### src/sv/cbc_pkg.sv
// Shared types and constants for the cyclic box copy address generator.
// No dependencies.
package cbc_pkg;

   localparam int LEN_W     = 11;
   localparam int ORI_W     = 10;
   localparam int EB_W      = 5;
   localparam int OFF_W     = 34;
   localparam int CSR_IDX_W = 3;
   localparam int ST_W      = 2;

   localparam logic [CSR_IDX_W-1:0] CSR_SRC_LEN_X      = 3'd0;
   localparam logic [CSR_IDX_W-1:0] CSR_SRC_LEN_Y      = 3'd1;
   localparam logic [CSR_IDX_W-1:0] CSR_SRC_LEN_Z      = 3'd2;
   localparam logic [CSR_IDX_W-1:0] CSR_DST_LEN_X      = 3'd3;
   localparam logic [CSR_IDX_W-1:0] CSR_DST_LEN_Y      = 3'd4;
   localparam logic [CSR_IDX_W-1:0] CSR_DST_LEN_Z      = 3'd5;
   localparam logic [CSR_IDX_W-1:0] CSR_SRC_ELEM_BYTES = 3'd6;
   localparam logic [CSR_IDX_W-1:0] CSR_DST_ELEM_BYTES = 3'd7;

   localparam logic [ST_W-1:0] ST_OK     = 2'd0;
   localparam logic [ST_W-1:0] ST_EMPTY  = 2'd1;
   localparam logic [ST_W-1:0] ST_NO_JOB = 2'd2;

   localparam logic ACT_START = 1'b0;
   localparam logic ACT_NEXT  = 1'b1;

   typedef struct packed {
      logic [2:0][LEN_W-1:0] src_len;
      logic [2:0][LEN_W-1:0] dst_len;
      logic [EB_W-1:0]       src_bytes;
      logic [EB_W-1:0]       dst_bytes;
   } cfg_type;

   typedef struct packed {
      logic                  action;
      logic                  box_empty;
      logic [2:0][ORI_W-1:0] origin;
      logic [2:0][LEN_W-1:0] blen;
      logic [2:0][ORI_W-1:0] pos;
   } cmd_type;

endpackage

### src/sv/cyclic_box_copy_address_gen.sv
// Top level of the cyclic box copy address generator: config registers,
// front end, command queue and run sequencer. Depends on cbc_pkg and submodules.
//
//   channel | direction | handshake             | payload
//   req     | in        | req_valid / req_stall | action, box origin, length, pos
//   rsp     | out       | rsp_valid / rsp_stall | offsets, run_count, last, status
//   csr     | in        | csr_write_enable      | csr_index, csr_data
//
// A start request runs an iterative modulo in the sequencer: one modulo
// bit per cycle for source and destination, one dimension after the other.
// A next request steps through normalize, two multiply stages, add, scale, emit.
// Reset is synchronous and clears control state; config resets to 1.
// A two-entry queue lets requests enter while the sequencer or rsp is stalled.
module cyclic_box_copy_address_gen import cbc_pkg::*; #(
   parameter int NUM_DIMS = 3,
   parameter int MAX_LEN  = 1024
) (
   input  logic                 clock,
   input  logic                 reset,
   input  logic                 req_valid,
   output logic                 req_stall,
   input  logic                 req_action,
   input  logic [ORI_W-1:0]     req_box_origin_x,
   input  logic [ORI_W-1:0]     req_box_origin_y,
   input  logic [ORI_W-1:0]     req_box_origin_z,
   input  logic [LEN_W-1:0]     req_box_len_x,
   input  logic [LEN_W-1:0]     req_box_len_y,
   input  logic [LEN_W-1:0]     req_box_len_z,
   input  logic [ORI_W-1:0]     req_box_pos_x,
   input  logic [ORI_W-1:0]     req_box_pos_y,
   input  logic [ORI_W-1:0]     req_box_pos_z,
   output logic                 rsp_valid,
   input  logic                 rsp_stall,
   output logic [OFF_W-1:0]     rsp_src_offset,
   output logic [OFF_W-1:0]     rsp_dst_offset,
   output logic [LEN_W-1:0]     rsp_run_count,
   output logic                 rsp_last,
   output logic [ST_W-1:0]      rsp_status,
   input  logic                 csr_write_enable,
   input  logic [CSR_IDX_W-1:0] csr_index,
   input  logic [LEN_W-1:0]     csr_data
);

   logic [LEN_W-1:0] src_len_ff [3], dst_len_ff [3];
   logic [EB_W-1:0]  src_bytes_ff, dst_bytes_ff;
   cfg_type          cfg;
   cmd_type          req_cmd, push_cmd, pop_cmd;
   logic             push_valid, push_ready, pop_valid, pop;

   always_ff @(posedge clock) begin
      if (reset) begin
         for (int d = 0; d < 3; d++) begin
            src_len_ff[d] <= LEN_W'(1);
            dst_len_ff[d] <= LEN_W'(1);
         end
         src_bytes_ff <= EB_W'(1);
         dst_bytes_ff <= EB_W'(1);
      end else if (csr_write_enable) begin
         case (csr_index)
            CSR_SRC_LEN_X:      src_len_ff[0] <= csr_data;
            CSR_SRC_LEN_Y:      src_len_ff[1] <= csr_data;
            CSR_SRC_LEN_Z:      src_len_ff[2] <= csr_data;
            CSR_DST_LEN_X:      dst_len_ff[0] <= csr_data;
            CSR_DST_LEN_Y:      dst_len_ff[1] <= csr_data;
            CSR_DST_LEN_Z:      dst_len_ff[2] <= csr_data;
            CSR_SRC_ELEM_BYTES: src_bytes_ff <= csr_data[EB_W-1:0];
            CSR_DST_ELEM_BYTES: dst_bytes_ff <= csr_data[EB_W-1:0];
            default: begin
            end
         endcase
      end
   end

   // lengths saturate at MAX_LEN
   always_comb begin
      for (int d = 0; d < 3; d++) begin
         cfg.src_len[d] = (32'(src_len_ff[d]) > MAX_LEN) ? LEN_W'(MAX_LEN) : src_len_ff[d];
         cfg.dst_len[d] = (32'(dst_len_ff[d]) > MAX_LEN) ? LEN_W'(MAX_LEN) : dst_len_ff[d];
      end
      cfg.src_bytes = src_bytes_ff;
      cfg.dst_bytes = dst_bytes_ff;
   end

   always_comb begin
      req_cmd.action    = req_action;
      req_cmd.box_empty = 1'b0;
      req_cmd.origin[0] = req_box_origin_x;
      req_cmd.origin[1] = req_box_origin_y;
      req_cmd.origin[2] = req_box_origin_z;
      req_cmd.blen[0]   = req_box_len_x;
      req_cmd.blen[1]   = req_box_len_y;
      req_cmd.blen[2]   = req_box_len_z;
      req_cmd.pos[0]    = req_box_pos_x;
      req_cmd.pos[1]    = req_box_pos_y;
      req_cmd.pos[2]    = req_box_pos_z;
   end

   cbc_front #(.NUM_DIMS(NUM_DIMS)) u_front (
      .clock      (clock),
      .reset      (reset),
      .cfg        (cfg),
      .req_valid  (req_valid),
      .req_stall  (req_stall),
      .req_cmd    (req_cmd),
      .push_valid (push_valid),
      .push_ready (push_ready),
      .push_cmd   (push_cmd)
   );

   cbc_queue u_queue (
      .clock      (clock),
      .reset      (reset),
      .push_valid (push_valid),
      .push_ready (push_ready),
      .push_cmd   (push_cmd),
      .pop_valid  (pop_valid),
      .pop        (pop),
      .pop_cmd    (pop_cmd)
   );

   cbc_back #(.NUM_DIMS(NUM_DIMS), .MAX_LEN(MAX_LEN)) u_back (
      .clock          (clock),
      .reset          (reset),
      .cfg            (cfg),
      .q_valid        (pop_valid),
      .q_cmd          (pop_cmd),
      .q_pop          (pop),
      .rsp_valid      (rsp_valid),
      .rsp_stall      (rsp_stall),
      .rsp_src_offset (rsp_src_offset),
      .rsp_dst_offset (rsp_dst_offset),
      .rsp_run_count  (rsp_run_count),
      .rsp_last       (rsp_last),
      .rsp_status     (rsp_status)
   );

endmodule

### src/sv/cbc_front.sv
// Request front end: accepts requests, clamps box lengths, flags empty boxes.
// Depends on cbc_pkg.
module cbc_front import cbc_pkg::*; #(
   parameter int NUM_DIMS = 3
) (
   input  logic    clock,
   input  logic    reset,
   input  cfg_type cfg,
   input  logic    req_valid,
   output logic    req_stall,
   input  cmd_type req_cmd,
   output logic    push_valid,
   input  logic    push_ready,
   output cmd_type push_cmd
);

   logic    valid_ff, valid_in;
   cmd_type cmd_ff, cmd_in;

   always_comb begin
      cmd_in = req_cmd;
      cmd_in.box_empty = 1'b0;
      for (int d = 0; d < 3; d++) begin
         if (req_cmd.blen[d] > cfg.dst_len[d]) begin
            cmd_in.blen[d] = cfg.dst_len[d];
         end
         if (d < NUM_DIMS && cmd_in.blen[d] == '0) begin
            cmd_in.box_empty = 1'b1;
         end
      end
   end

   assign req_stall  = valid_ff && !push_ready;
   assign valid_in   = (req_valid && !req_stall) || (valid_ff && !push_ready);
   assign push_valid = valid_ff;
   assign push_cmd   = cmd_ff;

   always_ff @(posedge clock) begin
      if (reset) begin
         valid_ff <= 1'b0;
      end else begin
         valid_ff <= valid_in;
      end
      if (req_valid && !req_stall) begin
         cmd_ff <= cmd_in;
      end
   end

endmodule

### src/sv/cbc_queue.sv
// Two-entry command queue between front end and run sequencer.
// Depends on cbc_pkg.
module cbc_queue import cbc_pkg::*; (
   input  logic    clock,
   input  logic    reset,
   input  logic    push_valid,
   output logic    push_ready,
   input  cmd_type push_cmd,
   output logic    pop_valid,
   input  logic    pop,
   output cmd_type pop_cmd
);

   cmd_type    mem_ff [2];
   logic       wr_ptr_ff, rd_ptr_ff;
   logic [1:0] count_ff;
   logic       do_push;

   assign push_ready = count_ff != 2'd2;
   assign pop_valid  = count_ff != 2'd0;
   assign pop_cmd    = mem_ff[rd_ptr_ff];
   assign do_push    = push_valid && push_ready;

   always_ff @(posedge clock) begin
      if (reset) begin
         wr_ptr_ff <= 1'b0;
         rd_ptr_ff <= 1'b0;
         count_ff  <= 2'd0;
      end else begin
         if (do_push) begin
            wr_ptr_ff <= !wr_ptr_ff;
         end
         if (pop) begin
            rd_ptr_ff <= !rd_ptr_ff;
         end
         count_ff <= count_ff + 2'(do_push) - 2'(pop);
      end
      if (do_push) begin
         mem_ff[wr_ptr_ff] <= push_cmd;
      end
   end

endmodule

### src/sv/cbc_back.sv
// Run sequencer: loads boxes (iterative modulo), walks runs, computes offsets.
// Depends on cbc_pkg.
module cbc_back import cbc_pkg::*; #(
   parameter int NUM_DIMS = 3,
   parameter int MAX_LEN  = 1024
) (
   input  logic             clock,
   input  logic             reset,
   input  cfg_type          cfg,
   input  logic             q_valid,
   input  cmd_type          q_cmd,
   output logic             q_pop,
   output logic             rsp_valid,
   input  logic             rsp_stall,
   output logic [OFF_W-1:0] rsp_src_offset,
   output logic [OFF_W-1:0] rsp_dst_offset,
   output logic [LEN_W-1:0] rsp_run_count,
   output logic             rsp_last,
   output logic [ST_W-1:0]  rsp_status
);

   localparam int IDX_W = (MAX_LEN > 2048) ? LEN_W : $clog2(MAX_LEN);
   localparam int BIT_W = $clog2(ORI_W);

   typedef enum logic [2:0] {
      S_IDLE, S_MOD, S_NORM, S_MUL1, S_MUL2, S_SUM, S_SCALE, S_EMIT
   } state_type;

   state_type state_ff, state_in;
   logic job_ff, job_in;
   logic [IDX_W-1:0] si_ff [3], si_in [3], di_ff [3], di_in [3];
   logic [IDX_W-1:0] ssi_ff [3], ssi_in [3], sdi_ff [3], sdi_in [3];
   logic [LEN_W-1:0] rows_ff [3], rows_in [3], blen_ff [3], blen_in [3];
   logic [1:0] dim_ff, dim_in;
   logic [BIT_W-1:0] bit_ff, bit_in;
   logic [LEN_W-1:0] srem_ff, srem_in, drem_ff, drem_in;
   cmd_type cmd_ff, cmd_in;
   logic [2*LEN_W-1:0] ps_ff, ps_in, pd_ff, pd_in;
   logic [IDX_W+LEN_W-1:0] t1s_ff, t1s_in, t1d_ff, t1d_in;
   logic [IDX_W+2*LEN_W-1:0] t2s_ff, t2s_in, t2d_ff, t2d_in;
   logic [OFF_W-1:0] sums_ff, sums_in, sumd_ff, sumd_in;
   logic [OFF_W-1:0] offs_ff, offs_in, offd_ff, offd_in;
   logic rsp_valid_ff, rsp_valid_in, rsp_last_ff, rsp_last_in;
   logic [OFF_W-1:0] rsp_so_ff, rsp_so_in, rsp_do_ff, rsp_do_in;
   logic [LEN_W-1:0] rsp_cnt_ff, rsp_cnt_in;
   logic [ST_W-1:0] rsp_st_ff, rsp_st_in;
   logic cfg_empty, out_free;

   always_comb begin
      cfg_empty = 1'b0;
      for (int d = 0; d < NUM_DIMS; d++) begin
         if (cfg.src_len[d] == '0 || cfg.dst_len[d] == '0) begin
            cfg_empty = 1'b1;
         end
      end
   end

   assign out_free = !rsp_valid_ff || !rsp_stall;

   always_comb begin
      logic [LEN_W:0]   shs, shd, sadd, dadd;
      logic [LEN_W-1:0] cnt, lim, r1, r2, inc;
      logic             done;
      state_in = state_ff; job_in = job_ff;
      for (int d = 0; d < 3; d++) begin
         si_in[d] = si_ff[d]; di_in[d] = di_ff[d];
         ssi_in[d] = ssi_ff[d]; sdi_in[d] = sdi_ff[d];
         rows_in[d] = rows_ff[d]; blen_in[d] = blen_ff[d];
      end
      dim_in = dim_ff; bit_in = bit_ff; srem_in = srem_ff; drem_in = drem_ff;
      cmd_in = cmd_ff;
      ps_in = ps_ff; pd_in = pd_ff; t1s_in = t1s_ff; t1d_in = t1d_ff;
      t2s_in = t2s_ff; t2d_in = t2d_ff; sums_in = sums_ff; sumd_in = sumd_ff;
      offs_in = offs_ff; offd_in = offd_ff;
      rsp_valid_in = rsp_valid_ff && rsp_stall;
      rsp_so_in = rsp_so_ff; rsp_do_in = rsp_do_ff; rsp_cnt_in = rsp_cnt_ff;
      rsp_last_in = rsp_last_ff; rsp_st_in = rsp_st_ff;
      q_pop = 1'b0;
      shs = '0; shd = '0; sadd = '0; dadd = '0;
      cnt = '0; lim = '0; r1 = '0; r2 = '0; inc = '0; done = 1'b0;
      case (state_ff)
         S_IDLE: begin
            if (q_valid && out_free) begin
               q_pop = 1'b1;
               rsp_so_in = '0; rsp_do_in = '0; rsp_cnt_in = '0; rsp_last_in = 1'b0;
               if (q_cmd.action == ACT_START) begin
                  job_in = 1'b0;
                  for (int d = 0; d < 3; d++) begin
                     si_in[d] = '0; di_in[d] = '0; ssi_in[d] = '0; sdi_in[d] = '0;
                     rows_in[d] = '0; blen_in[d] = '0;
                  end
                  if (cfg_empty || q_cmd.box_empty) begin
                     rsp_valid_in = 1'b1; rsp_st_in = ST_EMPTY;
                  end else begin
                     for (int d = 0; d < NUM_DIMS; d++) begin
                        blen_in[d] = q_cmd.blen[d];
                        rows_in[d] = q_cmd.blen[d];
                     end
                     cmd_in = q_cmd;
                     dim_in = '0; bit_in = BIT_W'(ORI_W - 1);
                     srem_in = '0; drem_in = '0;
                     state_in = S_MOD;
                  end
               end else if (!job_ff) begin
                  rsp_valid_in = 1'b1; rsp_st_in = ST_NO_JOB;
               end else if (cfg_empty) begin
                  job_in = 1'b0;
                  rsp_valid_in = 1'b1; rsp_st_in = ST_EMPTY;
               end else begin
                  q_pop = 1'b1;
                  state_in = S_NORM;
               end
            end
         end
         S_MOD: begin
            shs = {srem_ff, cmd_ff.origin[dim_ff][bit_ff]};
            shd = {drem_ff, cmd_ff.pos[dim_ff][bit_ff]};
            srem_in = (shs >= {1'b0, cfg.src_len[dim_ff]}) ?
                      LEN_W'(shs - {1'b0, cfg.src_len[dim_ff]}) : LEN_W'(shs);
            drem_in = (shd >= {1'b0, cfg.dst_len[dim_ff]}) ?
                      LEN_W'(shd - {1'b0, cfg.dst_len[dim_ff]}) : LEN_W'(shd);
            if (bit_ff == '0) begin
               si_in[dim_ff] = IDX_W'(srem_in); ssi_in[dim_ff] = IDX_W'(srem_in);
               di_in[dim_ff] = IDX_W'(drem_in); sdi_in[dim_ff] = IDX_W'(drem_in);
               srem_in = '0; drem_in = '0;
               bit_in = BIT_W'(ORI_W - 1);
               if (dim_ff == 2'(NUM_DIMS - 1)) begin
                  job_in = 1'b1;
                  state_in = S_IDLE;
               end else begin
                  dim_in = dim_ff + 2'd1;
               end
            end else begin
               bit_in = bit_ff - 1'b1;
            end
         end
         S_NORM: begin
            for (int d = 0; d < NUM_DIMS; d++) begin
               if (LEN_W'(si_ff[d]) >= cfg.src_len[d]) si_in[d] = '0;
               if (LEN_W'(di_ff[d]) >= cfg.dst_len[d]) di_in[d] = '0;
            end
            state_in = S_MUL1;
         end
         S_MUL1: begin
            ps_in  = cfg.src_len[0] * cfg.src_len[1];
            pd_in  = cfg.dst_len[0] * cfg.dst_len[1];
            t1s_in = si_ff[1] * cfg.src_len[0];
            t1d_in = di_ff[1] * cfg.dst_len[0];
            state_in = S_MUL2;
         end
         S_MUL2: begin
            t2s_in = si_ff[2] * ps_ff;
            t2d_in = di_ff[2] * pd_ff;
            state_in = S_SUM;
         end
         S_SUM: begin
            sums_in = OFF_W'(t1s_ff) + OFF_W'(t2s_ff) + OFF_W'(si_ff[0]);
            sumd_in = OFF_W'(t1d_ff) + OFF_W'(t2d_ff) + OFF_W'(di_ff[0]);
            state_in = S_SCALE;
         end
         S_SCALE: begin
            offs_in = OFF_W'(sums_ff * cfg.src_bytes);
            offd_in = OFF_W'(sumd_ff * cfg.dst_bytes);
            state_in = S_EMIT;
         end
         S_EMIT: begin
            if (out_free) begin
               cnt = cfg.src_len[0] - LEN_W'(si_ff[0]);
               if (cnt > rows_ff[0]) cnt = rows_ff[0];
               lim = cfg.dst_len[0] - LEN_W'(di_ff[0]);
               if (cnt > lim) cnt = lim;
               sadd = {1'b0, LEN_W'(si_ff[0])} + {1'b0, cnt};
               dadd = {1'b0, LEN_W'(di_ff[0])} + {1'b0, cnt};
               si_in[0] = (sadd >= {1'b0, cfg.src_len[0]}) ? '0 : IDX_W'(sadd);
               di_in[0] = (dadd >= {1'b0, cfg.dst_len[0]}) ? '0 : IDX_W'(dadd);
               rows_in[0] = rows_ff[0] - cnt;
               if (rows_in[0] == '0) begin
                  done = 1'b1;
                  if (NUM_DIMS > 1) begin
                     r1 = (rows_ff[1] != '0) ? rows_ff[1] - 1'b1 : '0;
                     rows_in[1] = r1;
                     inc = LEN_W'(si_ff[1]) + 1'b1;
                     si_in[1] = (inc >= cfg.src_len[1]) ? '0 : IDX_W'(inc);
                     inc = LEN_W'(di_ff[1]) + 1'b1;
                     di_in[1] = (inc >= cfg.dst_len[1]) ? '0 : IDX_W'(inc);
                     if (r1 != '0) begin
                        rows_in[0] = blen_ff[0];
                        si_in[0] = ssi_ff[0]; di_in[0] = sdi_ff[0];
                        done = 1'b0;
                     end else if (NUM_DIMS > 2) begin
                        r2 = (rows_ff[2] != '0) ? rows_ff[2] - 1'b1 : '0;
                        rows_in[2] = r2;
                        inc = LEN_W'(si_ff[2]) + 1'b1;
                        si_in[2] = (inc >= cfg.src_len[2]) ? '0 : IDX_W'(inc);
                        inc = LEN_W'(di_ff[2]) + 1'b1;
                        di_in[2] = (inc >= cfg.dst_len[2]) ? '0 : IDX_W'(inc);
                        if (r2 != '0) begin
                           for (int k = 0; k < 2; k++) begin
                              rows_in[k] = blen_ff[k];
                              si_in[k] = ssi_ff[k]; di_in[k] = sdi_ff[k];
                           end
                           done = 1'b0;
                        end
                     end
                  end
               end
               if (done) job_in = 1'b0;
               rsp_valid_in = 1'b1;
               rsp_so_in = offs_ff; rsp_do_in = offd_ff; rsp_cnt_in = cnt;
               rsp_last_in = done; rsp_st_in = ST_OK;
               state_in = S_IDLE;
            end
         end
         default: begin
            state_in = S_IDLE;
         end
      endcase
   end

   always_ff @(posedge clock) begin
      if (reset) begin
         state_ff <= S_IDLE;
         job_ff <= 1'b0;
         rsp_valid_ff <= 1'b0;
         for (int d = 0; d < 3; d++) begin
            si_ff[d] <= '0; di_ff[d] <= '0; ssi_ff[d] <= '0; sdi_ff[d] <= '0;
            rows_ff[d] <= '0; blen_ff[d] <= '0;
         end
         dim_ff <= '0;
         bit_ff <= '0;
      end else begin
         state_ff <= state_in;
         job_ff <= job_in;
         rsp_valid_ff <= rsp_valid_in;
         for (int d = 0; d < 3; d++) begin
            si_ff[d] <= si_in[d]; di_ff[d] <= di_in[d];
            ssi_ff[d] <= ssi_in[d]; sdi_ff[d] <= sdi_in[d];
            rows_ff[d] <= rows_in[d]; blen_ff[d] <= blen_in[d];
         end
         dim_ff <= dim_in;
         bit_ff <= bit_in;
      end
      srem_ff <= srem_in; drem_ff <= drem_in; cmd_ff <= cmd_in;
      ps_ff <= ps_in; pd_ff <= pd_in; t1s_ff <= t1s_in; t1d_ff <= t1d_in;
      t2s_ff <= t2s_in; t2d_ff <= t2d_in; sums_ff <= sums_in; sumd_ff <= sumd_in;
      offs_ff <= offs_in; offd_ff <= offd_in;
      rsp_so_ff <= rsp_so_in; rsp_do_ff <= rsp_do_in; rsp_cnt_ff <= rsp_cnt_in;
      rsp_last_ff <= rsp_last_in; rsp_st_ff <= rsp_st_in;
   end

   assign rsp_valid      = rsp_valid_ff;
   assign rsp_src_offset = rsp_so_ff;
   assign rsp_dst_offset = rsp_do_ff;
   assign rsp_run_count  = rsp_cnt_ff;
   assign rsp_last       = rsp_last_ff;
   assign rsp_status     = rsp_st_ff;

`ifndef NO_ASSERTIONS
   a_err_fields_zero: assert property (@(posedge clock) disable iff (reset)
      rsp_valid_ff && rsp_st_ff != ST_OK |->
         rsp_so_ff == '0 && rsp_do_ff == '0 && rsp_cnt_ff == '0 && !rsp_last_ff)
      else $error("error response carries nonzero fields");
   a_run_nonempty: assert property (@(posedge clock) disable iff (reset)
      rsp_valid_ff && rsp_st_ff == ST_OK |-> rsp_cnt_ff != '0)
      else $error("valid run with zero count");
   a_no_job_while_loading: assert property (@(posedge clock) disable iff (reset)
      state_ff == S_MOD |-> !job_ff)
      else $error("job active during box load");
`endif

endmodule
### config.mk
export PLATFORM = sky130hd
export DESIGN_NAME = cyclic_box_copy_address_gen
export DESIGN_NICKNAME = d
export VERILOG_FILES = /design/src/sv/cbc_pkg.sv /design/src/sv/cyclic_box_copy_address_gen.sv /design/src/sv/cbc_front.sv /design/src/sv/cbc_queue.sv /design/src/sv/cbc_back.sv
export SDC_FILE = /design/constraint.sdc
export NUM_CORES = 2
export LEC_CHECK = 0
export BUFFER_PORTS_ARGS = -buffer_cell sky130_fd_sc_hd__buf_2
export CAP_MARGIN = 20
export CORE_MARGIN = 1
export CORE_UTILIZATION = 30
export DETAILED_ROUTE_END_ITERATION = 10
export HOLD_SLACK_MARGIN = 0.02
export MAX_ROUTING_LAYER = met4
export PLACE_DENSITY_LB_ADDON = 0.08
export RECOVER_POWER = 50
export SLEW_MARGIN = 20
export SYNTH_ARGS = -nofsm -noshare
export SYNTH_HDL_FRONTEND = slang
export SYNTH_HIERARCHICAL = 1
export SYNTH_SLANG_ARGS = --single-unit
### constraint.sdc
create_clock -name clock -period 9.3 [get_ports clock]
set_clock_uncertainty 0.05 [all_clocks]
set_input_delay 1.395 -clock clock [delete_from_list [all_inputs] [get_ports clock]]
set_output_delay 1.395 -clock clock [all_outputs]
set_load 0.005 [all_outputs]
======== Word-level counts from Yosys, hierarchy flattened ========
Memories as Yosys holds them, arrays and structs flattened. A register that Yosys moved wholly into a read port is not among the register bits.
Cells that the tools add are included.
cells by class
  multiply operators ...................... 8
  shifts and indexed selects .............. 0
  multiplexer cells ....................... 214
  add/sub/neg operators ................... 21
  reduce and logical (&&, ||, !) cells .... 50
  bitwise operators ....................... 27
  eq/ne operators ......................... 32
  div/mod/pow operators ................... 0
  order comparisons ....................... 29
operators by type and width
  cell                     number
  $mux W30                 16
  $mux W11                 41
  $mux W10                 29
  $mux W33                 8
  $pmux W30 S4             2
  $pmux W34 S2             2
  $bwmux W30               4
  $pmux W30 S2             2
  $logic_not A11 Y1        10
  $mux W34                 3
  $mux W20                 4
  $add A34 B10 Y34         2
  $mul A34 B5 Y34          2
  $add A21 B32 Y33         2
  $ge A10 B11 Y1           6
  $gt A11 B11 Y1 const B   6
  $pmux W11 S2             3
  $pmux W33 S2             1
  $mul A10 B22 Y32         2
  $mux W1                  60
  $gt A11 B11 Y1           5
  $ge A12 B11 Y1           4
  $add A10 B1 Y11 const B  4
  $bmux W11 S2             2
  other kinds (56)         161
word-level totals
  latch bits .............................. 0
  output and inout port bits .............. 84
  flip-flop bits (word level) ............. 571
  memory bits (read-only) ................. 0
  RAM bits ................................ 442
  memories kept ........................... 9
memory list
  memory           words  bits a word  read ports  clocked after Yosys merged registers in  write ports  RTL line                           source
  u_queue.mem_ff   2      95           1           1                                        1            cbc_queue.sv:14                    cmd_type mem_ff [2];
  dst_len_ff       3      11           3           0                                        3            cyclic_box_copy_address_gen.sv:44  logic [LEN_W-1:0] src_len_ff [3], dst_len_ff [3];
  src_len_ff       3      11           3           0                                        3            cyclic_box_copy_address_gen.sv:44
  u_back.blen_ff   3      11           2           0                                        3            cbc_back.sv:33                     logic [LEN_W-1:0] rows_ff [3], rows_in [3], blen_ff [3], blen_in [3];
  u_back.rows_ff   3      11           3           0                                        3            cbc_back.sv:33
  u_back.di_ff     3      10           3           0                                        3            cbc_back.sv:31                     logic [IDX_W-1:0] si_ff [3], si_in [3], di_ff [3], di_in [3];
  3 more memories  --     --           --          --                                       --           --

======== Depth between registers and ports, before layout ========
An unclocked memory read counts as a cell.
  depth after elaboration ................. 21
  depth in mapped cells ................... 47

======== Hierarchy ========
The synthesis kept the hierarchy.
modules (own cells, without submodules)
  module                       instances  cells an instance  area an instance (sq um)  sequential area each (sq um)
  cbc_back                     1          7,536              71,039.4                  16,996.3
  cbc_queue                    1          325                7,118.1                   5,805.6
  cbc_front                    1          286                4,383.0                   2,872.8
  cyclic_box_copy_address_gen  1          232                3,183.1                   2,182.1

======== Least setup slack after synthesis ========
OpenSTA, ideal clock, no wires.
  path kind ............................... reg2reg
  start point ............................. memory src_len_ff[0][10]
  end point ............................... memory u_back/di_ff[0][9] in the netlist's numbering
  buffers on the path ..................... 4
  setup slack ............................. -0.151 ns
  setup time .............................. 0.091 ns
  arrival ................................. 9.310 ns
  clock period less this slack ............ 9.451 ns
  cell stages (with the launch flop) ...... 47
  cells stage by stage .................... edfxtp_1 clkbuf_1 nor2b_1 inv_2 ha_1 inv_1 fa_1 a211oi_1 o21bai_1 a21oi_1 o21bai_1 a21oi_1 xnor2_1 ha_1 and4_1 and3_1 o21ai_0 and3_1 (+11 left out) mux2i_1 inv_1 ha_1 a21o_1 a21o_1 a21o_1 a21oi_1 o21ai_0 a21o_1 a21oi_1 xnor2_1 ha_1 a211oi_1 nand2_1 a31oi_1 o221a_2 nand3_1 a311oi_1
RTL lines
  item                RTL line
  start: declaration  cyclic_box_copy_address_gen.sv:44
  end: declaration    cbc_back.sv:31

==> reports/results.ini <==
[critical_path]
end_kind=flip-flop
cp.required_ps=9930
crit_path_max_incr_delay_ps=440
arrival_ps=9540
path_common_cell=buf_4
cp_max_fo=7
r2r_slack_ps=390
cp_slowest_cell=edfxtp_1
start_kind=flip-flop
worst-setup-path-type=flip-flop to flip-flop

[global_routing]
grt_overflow=0
grt_pass1_vias=64200
grt_first_pass_wirelength_mm=426
grt_antenna_before_repair=30
grtUsageTotal=0.204
grt_max_degree=77

[floorplan]
pin_count=197
core_area_mm2=0.283
die_w_um=537
rows=195
start_util=0.303
die-area_mm2=0.288
die_h_um=537

[synthesis]
syn_avg_cell_area_um2=10.2
synthesis.nets=10100
syn_area_mm2=0.0857
synth_cells=8378
ys_warn_count=6

[drt]
wl_per_cell_um=22.9
viasPerCell=4.96
detail-route-antenna-nets=0
wirelength_mm=285
drcViolationCount=0
drt_iter0_markers=4326
vias=61800
first_pass_iters=6

[sta]
fmax_mhz=112
setup_violations=0
setup_tns_ps=0
period_share=0.958
grt_setup_unrepaired=yes
slew_viol_final=424
relSlewSlack=-1.25
timing.final.ws_setup_ps=389
worstMarginPinSlew_ps=3380
final_hold_viol_count=0
period_needed_ps=8910

[worst_hold_path]
hold_class=flip-flop to flip-flop

[status]
violations=capacitance limit, slew limit
status=finished with violations

[place]
portBuffers=196
dp_hpwl_mm=223
placed_cells=12200
dp_worst_setup_slack_ps=-34.9
gp_congestion=0.893

[clock_tree]
clock-sinks=981
cts_buffer_depth=3
cts_tree=yes
htree_levels=3
cts.clk_slew.worst_paths_ps=60
clock_latency_ps=790
cts_buffers=115
cts_root_buffer=clkbuf_16

[pwr]
power_density_mw_per_mm2=197
total_power_mw=18.9
vdd_drop_max_v=0.000238
p_leak_nw=41.4

[layout]
drive_gt1_frac=0.101
fillCellCount=28800
nets=10300
syn2layout_area_growth_pct=12.3
final_core_util=0.340
finalNonFillerCells=12500

[flow_run]
cap_viol_max_count=10

-- sequential cells by signal (all words and copies together) (netlist names), 22 cells and up, named ones only --
signal	cells
u_back/si_ff	30
u_back/rsp_dst_offset	34
u_back/ps_ff	22
src_len_ff	33
u_back/rsp_src_offset	34
u_back/sumd_ff	33
u_back/blen_ff	22
u_back/pd_ff	22
u_back/sums_ff	33
dst_len_ff	33
u_front/push_cmd	95
u_back/cmd_ff	60
u_back/offd_ff	34
u_back/rows_ff	33
u_back/offs_ff	34
u_back/t2s_ff	32
u_back/t2d_ff	32
u_queue/mem_ff	190
u_back/di_ff	30
-- power by group --
group | switching (mW) | leakage [nW] | internal [mW] | total, mW
combinational | 5.37 | 30.5 | 3.16 | 8.53
sequential | 0.340 | 9.04 | 5.46 | 5.80
clock | 2.02 | 1.82 | 2.59 | 4.61
total | 7.73 | 41.4 | 11.2 | 18.9
-- cell usage in the layout (no fill, tap or decap), types with 55 or more instances in the layout --
cell          n
nand2b_1     71
mux2i_1      55
and2_1      522
fa_1        821
inv_1      1024
o21ai_0     192
dfxtp_1     152
edfxtp_1    821
buf_2       178
a211oi_1     69
clkbuf_16   115
nor3_1       98
xor2_1       78
a21o_1      105
and3_1       71
a21oi_1     349
xnor2_1     223
mux2_2       81
nand2_1     924
nor2b_1     113
nor2_1      504
nand3_1     115
buf_4       255
ha_1        748
-- critical path, delay by kind of cell, from the launching register on --
kind / cells / cell delay (ps)
AO/OA/AOI/OAI: 17 / 3250
adder cells (fa/ha/maj): 6 / 1780
XOR/XNOR: 1 / 110
multiplexers: 3 / 770
buffers and inverters: 9 / 1170
AND/OR/NAND/NOR: 8 / 1230
flip-flops: 1 / 440
-- layer usage --
layer / global-route usage / up-vias / wire length [um]
met1: 0.283 / 31300 / 138000
li1: - / 28800 / -
met3: 0.0228 / 260 / 11900
met2: 0.324 / 1414 / 131000
met4: 0.0356 / 0 / 4700
met5: - / - / 0
-- what timing repair did --
item | 4_1_cts | 5_1_grt
gates cloned | 0 | 2
gates resized for setup | 5 | 45
pin swaps | 3 | 12
buffers inserted | 4 | 12
setup endpoints to repair | 59 | 95
hold buffers | 0 | 0
-- path summary, 6_finish.rpt --
check                                           from               endpoint  cells past startpoint
worst max-delay path               src_len_ff[0][10]     u_back/di_ff[0][9]                     44
worst min-delay path            u_front/push_cmd[52]  u_queue/mem_ff[1][52]                      0
worst max register to register     src_len_ff[0][10]     u_back/di_ff[0][9]                     44
worst min register to register  u_front/push_cmd[52]  u_queue/mem_ff[1][52]                      0
-- cell type report --
cell class / instances / area (um2) / share of cell area
clock inverter: 80 / 848 / 0.00881
tap: 3743 / 4680 / 0.0487
inverter: 1042 / 3920 / 0.0407
timing repair buffer: 475 / 3030 / 0.0315
multi-input combinational: 6006 / 52900 / 0.550
sequential: 981 / 27900 / 0.290
antenna: 12 / 30.0 / 0.000312
clock buffer: 135 / 2950 / 0.0307
-- stage by stage --
step	instance area [um2]	hold slack, ps
floorplan	85700	371
global placement	92100	375
detailed placement	92100	381
CTS	96000	396
global route	96200	401
finish	96300	391
No activity file was read; power rests on OpenSTA's default activity.
